`config.mk`:
```
export PLATFORM = sky130hd
export DESIGN_NAME = mbrtu_crc_step
export DESIGN_NICKNAME = d
export VERILOG_FILES = /design/src/hdl/mbrtu_pkg.sv /design/src/hdl/mbrtu_crc_step.sv
export SDC_FILE = /design/constraint.sdc
export NUM_CORES = 1
export LEC_CHECK = 0
export BUFFER_PORTS_ARGS = -buffer_cell sky130_fd_sc_hd__buf_2
export CORE_AREA = 2 2 39 41
export DETAILED_ROUTE_END_ITERATION = 10
export DIE_AREA = 0 0 41 43
export SLEW_MARGIN = 0
export SYNTH_ARGS = -nofsm -noshare
export SYNTH_HDL_FRONTEND = slang
export SYNTH_SLANG_ARGS = --single-unit
export TNS_END_PERCENT = 5
```
`constraint.sdc`:
```
create_clock -name vclk -period 1.9
set_clock_uncertainty 0.1 [all_clocks]
set_input_delay 0.285 -clock vclk [all_inputs]
set_output_delay 0.285 -clock vclk [all_outputs]
set_load 0.02 [all_outputs]
```
`src/hdl/mbrtu_pkg.sv`:
```
`default_nettype none

package mbrtu_pkg;

  // buffer bound and derived counter width
  localparam int unsigned MaxFrameBytes = 256;
  localparam int unsigned CountW        = $clog2(MaxFrameBytes + 1);
  localparam int unsigned MinFrameBytes = 4;

  // fixed field widths
  localparam int unsigned ByteW   = 8;
  localparam int unsigned StatusW = 3;
  localparam int unsigned LenW    = 9;
  localparam int unsigned CrcW    = 16;

  // modbus crc-16, reflected
  localparam logic [CrcW-1:0] CrcPreset = 16'hFFFF;
  localparam logic [CrcW-1:0] CrcPoly   = 16'hA001;

  // reset value of the slave address register
  localparam logic [ByteW-1:0] SlaveAddrReset = 8'h01;

  // verdict codes
  typedef enum logic [StatusW-1:0] {
    ST_ACCEPTED  = 3'd0,
    ST_CRC_ERROR = 3'd1,
    ST_OTHER_ADR = 3'd2,
    ST_TOO_SHORT = 3'd3,
    ST_OVERFLOW  = 3'd4
  } frame_status_e;

endpackage

`default_nettype wire

```
`src/hdl/mbrtu_crc_step.sv`:
```
`default_nettype none

module mbrtu_crc_step
  import mbrtu_pkg::*;
(
  input  logic [CrcW-1:0]  crc_i,
  input  logic [ByteW-1:0] data_i,
  output logic [CrcW-1:0]  crc_o
);

  // one byte through the reflected crc, eight bit steps
  always_comb begin
    logic [CrcW-1:0] c;
    c = crc_i ^ {{(CrcW-ByteW){1'b0}}, data_i};
    for (int k = 0; k < ByteW; k++) begin
      if (c[0]) begin
        c = (c >> 1) ^ CrcPoly;
      end else begin
        c = c >> 1;
      end
    end
    crc_o = c;
  end

endmodule

`default_nettype wire

```
# ---- After elaboration in Yosys (flattened, before gate mapping)
# Index checks and enable logic that the tools add are counted.
dict set report classes {
  n_mux 8
  bitwise_logic 9
}
# op n
set ops {}
lappend ops {{two-way mux 16 bit} 8}
lappend ops {{inverter 2 -> 3 bit} 8}
lappend ops {{XOR 16 x 8 -> 16 bit} 1}
dict set report word_totals {
  reg_bits 0
  output_inout_bits 16
  word_cells 17
}

# ---- Logic depth before layout (Yosys ltp)
dict set report logic_depth {
  word_depth 17
  depth_mapped 4
  ltp_nobuf 4
}

# ---- Worst setup path before layout
# No wires, ideal clock.
dict set report synth_timing {
  path_type {input to output}
  startpoint {in data_i[3]}
  endpoint {out crc_o[0]}
  t_arrival_ps 1678
  slack_ps -163
  cell_stages 4
  path_buffers 0
  cell_sequence {xor2_1 > xnor2_1 > xnor2_2 > xnor3_1}
}
dict set report synth_via {
  elab_chain_cells 10
}
# item line_no
set synth_rtl {}
lappend synth_rtl {{from (decl)} mbrtu_crc_step.sv:7} ;# input logic [ByteW-1:0] data_i,
lappend synth_rtl {{XOR 16 x 8 -> 16 bit *} mbrtu_crc_step.sv:14} ;# c = crc_i ^ {{(CrcW-ByteW){1'b0}}, data_i};
lappend synth_rtl {{two-way mux 16 bit * (2 in series)} mbrtu_crc_step.sv:16} ;# if (c[0]) begin
lappend synth_rtl {{inverter 2 -> 3 bit (no source line)} --}
lappend synth_rtl {{two-way mux 16 bit * (6 in series)} mbrtu_crc_step.sv:16}
lappend synth_rtl {{to (decl)} mbrtu_crc_step.sv:8} ;# output logic [CrcW-1:0] crc_o
# Every way passes the cells marked *; elsewhere a longest branch is shown, timed or not.

# ---- Worst setup path in the final report
dict set report layout_timing {
  startpoint {in data_i[0]}
  endpoint {out crc_o[0]}
}
dict set report layout_via {
  elab_chain_cells 9
}
# item line_no
set layout_rtl {}
lappend layout_rtl {{XOR 16 x 8 -> 16 bit} mbrtu_crc_step.sv:14}
lappend layout_rtl {{two-way mux 16 bit (8 in series)} mbrtu_crc_step.sv:16}
# No other way between the ends.

==> results summary <==
The mean post-synth cell area is roughly 10 sq um. The post-detailed-route wirelength per cell came out at 8.247 um. The endpoint type of the worst setup path is an output pin. The die boundary width came out at roughly 40 um. The data arrival time of the worst path came out at between 1 and 1.5 ns.

The count of final setup violators is 0. The post-DP HPWL is around 590 um. The number of distinct library cells after synthesis is 5. For this block, the initial DRC count from the detailed router was 0. The number of clock-tree buffers in the layout came out at 0.

At the end of routability-driven placement, the weighted congestion stood at just under 0.6. The via count of the first global-routing pass came out at 283. The transition time of the tightest slew-check pin is 0.2264 ns.

The hold violation total from the final report came to 0. The worst setup path is launched from a primary input. The number of max-capacitance violations reported came out at 0. Along the worst hold path, the cell count comes to 0. The fraction of layout instances using a drive strength above 1 came out at between 80% and 90%. Setup repair after global routing left no endpoint under its margin. At the placement stage, the worst setup path has a slack of -0.02232 ns. The routed wire length is between 600 and 700 um. The min-delay analysis places its worst path in the category primary input to output pin. Synthesis handed over a netlist of 29 instances.

Fill cells in the final layout number ~140. The core occupancy in the finished layout came out at about 46%. The total global routing overflow is 0. For this run, design rule violations remaining after detail routing come to 0.

The worst slack on hold paths is about 0.47 ns. The final layout contains about 90 nets. The required time of the worst setup path came out at 1.51 ns.

The total routing resource utilization after global routing is ~7%. The I/O pin count is 40. The final layout contains a sequential cell count of 0. The number of antenna violations at the first check in global routing is 0. The pin count of the biggest net entering global routing came out at 4. The synthesized cell area came out at around 280 sq um. The number of slew-limit violations in the final report came to 0. For this run, the number of Yosys warnings is 0. The routed via count divided by cell count came out at 3.790. The floorplan step set the die height to ~43 um. The detail route stage leaves a number of antenna-violating nets equal to 0.

The power density over cell area came out at between 800 and 900 nW/um^2. The count of input and output buffers came out at 30. The critical path in this run is classified as primary input to output pin. The part of the Yosys area used for sequential elements came out at 0%. The area of the core region came out at approximately 1400 sq um. The timing-limited maximum frequency is ~0.55 GHz. Compared with the post-synthesis result, the final layout area differs by 122.9%. The number of antenna diodes in the final layout is 0. The startpoint identified for the worst hold timing path is crc_i[10]. The length of the first detailed-routing pass in iterations is 1. The worst setup margin is approximately 0.078 ns. The remaining max-slew budget at the tightest pin came out at 84.83%. The routed design could run at a clock period as short as between 1.5 and 2 ns. The end point of the most critical hold path is crc_o[2]. The initial core utilization came out at 20.52%. The die outline area came out at ~1800 sq um.

The routed via count is 307. The leakage power figure came out at 0.3294 nW. The final period utilization is between 90% and 100%. The standard-cell row count came out at 14. The post-synthesis net count came out at 53. The footprint of the flip-flops and latches is 0 sq um. The largest voltage drop on the vdd net is 347.3 uV. The run finished with clean final reports. The wire length of the first global-routing pass is approximately 930 um. In this run the worst path has a maximum fanout of 2.
[synth_stat cells, drive strengths merged]
master | count | area (sq um)
xor2 | 6 | 52.55
buf | 5 | 37.54
xnor2 | 17 | 171.4
xnor3 | 1 | 22.52
[final cells by class]
| type | count | area [sq um] | area share (%) |
|---|---|---|---|
| tap | 16 | 20.02 | 3.162 |
| timing repair buffer | 41 | 254.0 | 40.12 |
| multi-input combinational | 24 | 359.1 | 56.72 |
[power breakdown]
group | internal (mW) | leakage, nW | switching [mW]
Combinational | 0.299 | 0.329 | 0.263
Sequential | 0 | 0 | 0
Clock | 0 | 0 | 0
Total | 0.299 | 0.329 | 0.263
[logic make-up (layout without fill, tap and decap cells)]
logic type	after synthesis	count (layout)	synth area share [%]
buf+inv	5	41	13.22
xor+xnor	24	24	86.79
[metrics by stage]
step	power (mW)	area [sq um]	instances	TNS, ns
5_1_grt	0.6042	633.1	81	0
6_report	0.5621	633.1	81	0
2_1_floorplan	0.3043	306.5	29	-0.009407
3_3_place_gp	0.4525	514.2	80	0
3_5_place_dp	0.4550	514.2	80	-0.04133
4_1_cts	0.4635	536.8	80	0
[placed cells by master, fill, tap and decap left out, drive strengths merged]
cell   synthesis  layout
buf            5      41
xnor3          1       1
xnor2         17      17
xor2           6       6
[worst max-delay path by stage]
stage / start / to / cells after the start
6_report: data_i[0] / crc_o[0] / 6
5_1_grt: crc_i[1] / crc_o[15] / 8
4_1_cts: data_i[1] / crc_o[14] / 8
3_5_place_dp: data_i[2] / crc_o[15] / 7
3_3_place_gp: data_i[3] / crc_o[0] / 6
2_1_floorplan: data_i[2] / crc_o[15] / 4
[routing by layer]
metal  track usage, %  share of wire, %
met5                0                 0
met2            15.31                62
met4                0                 0
met3                0                11
met1            7.074                27
[worst max-delay path: stages]
cell                      delay, ns
sky130_fd_sc_hd__buf_2         0.11
sky130_fd_sc_hd__xnor2_2       0.22
sky130_fd_sc_hd__xnor2_2       0.12
sky130_fd_sc_hd__xnor2_2       0.21
sky130_fd_sc_hd__xnor3_1       0.35
sky130_fd_sc_hd__buf_6         0.14
[repair_timing]
action,4_1_cts,5_1_grt
pin swaps,0,4
hold buffers,0,0
buffers inserted,0,1
setup endpoints to repair,3,3
gates resized for setup,3,14
Note: power is estimated with default switching activity, not from simulation.
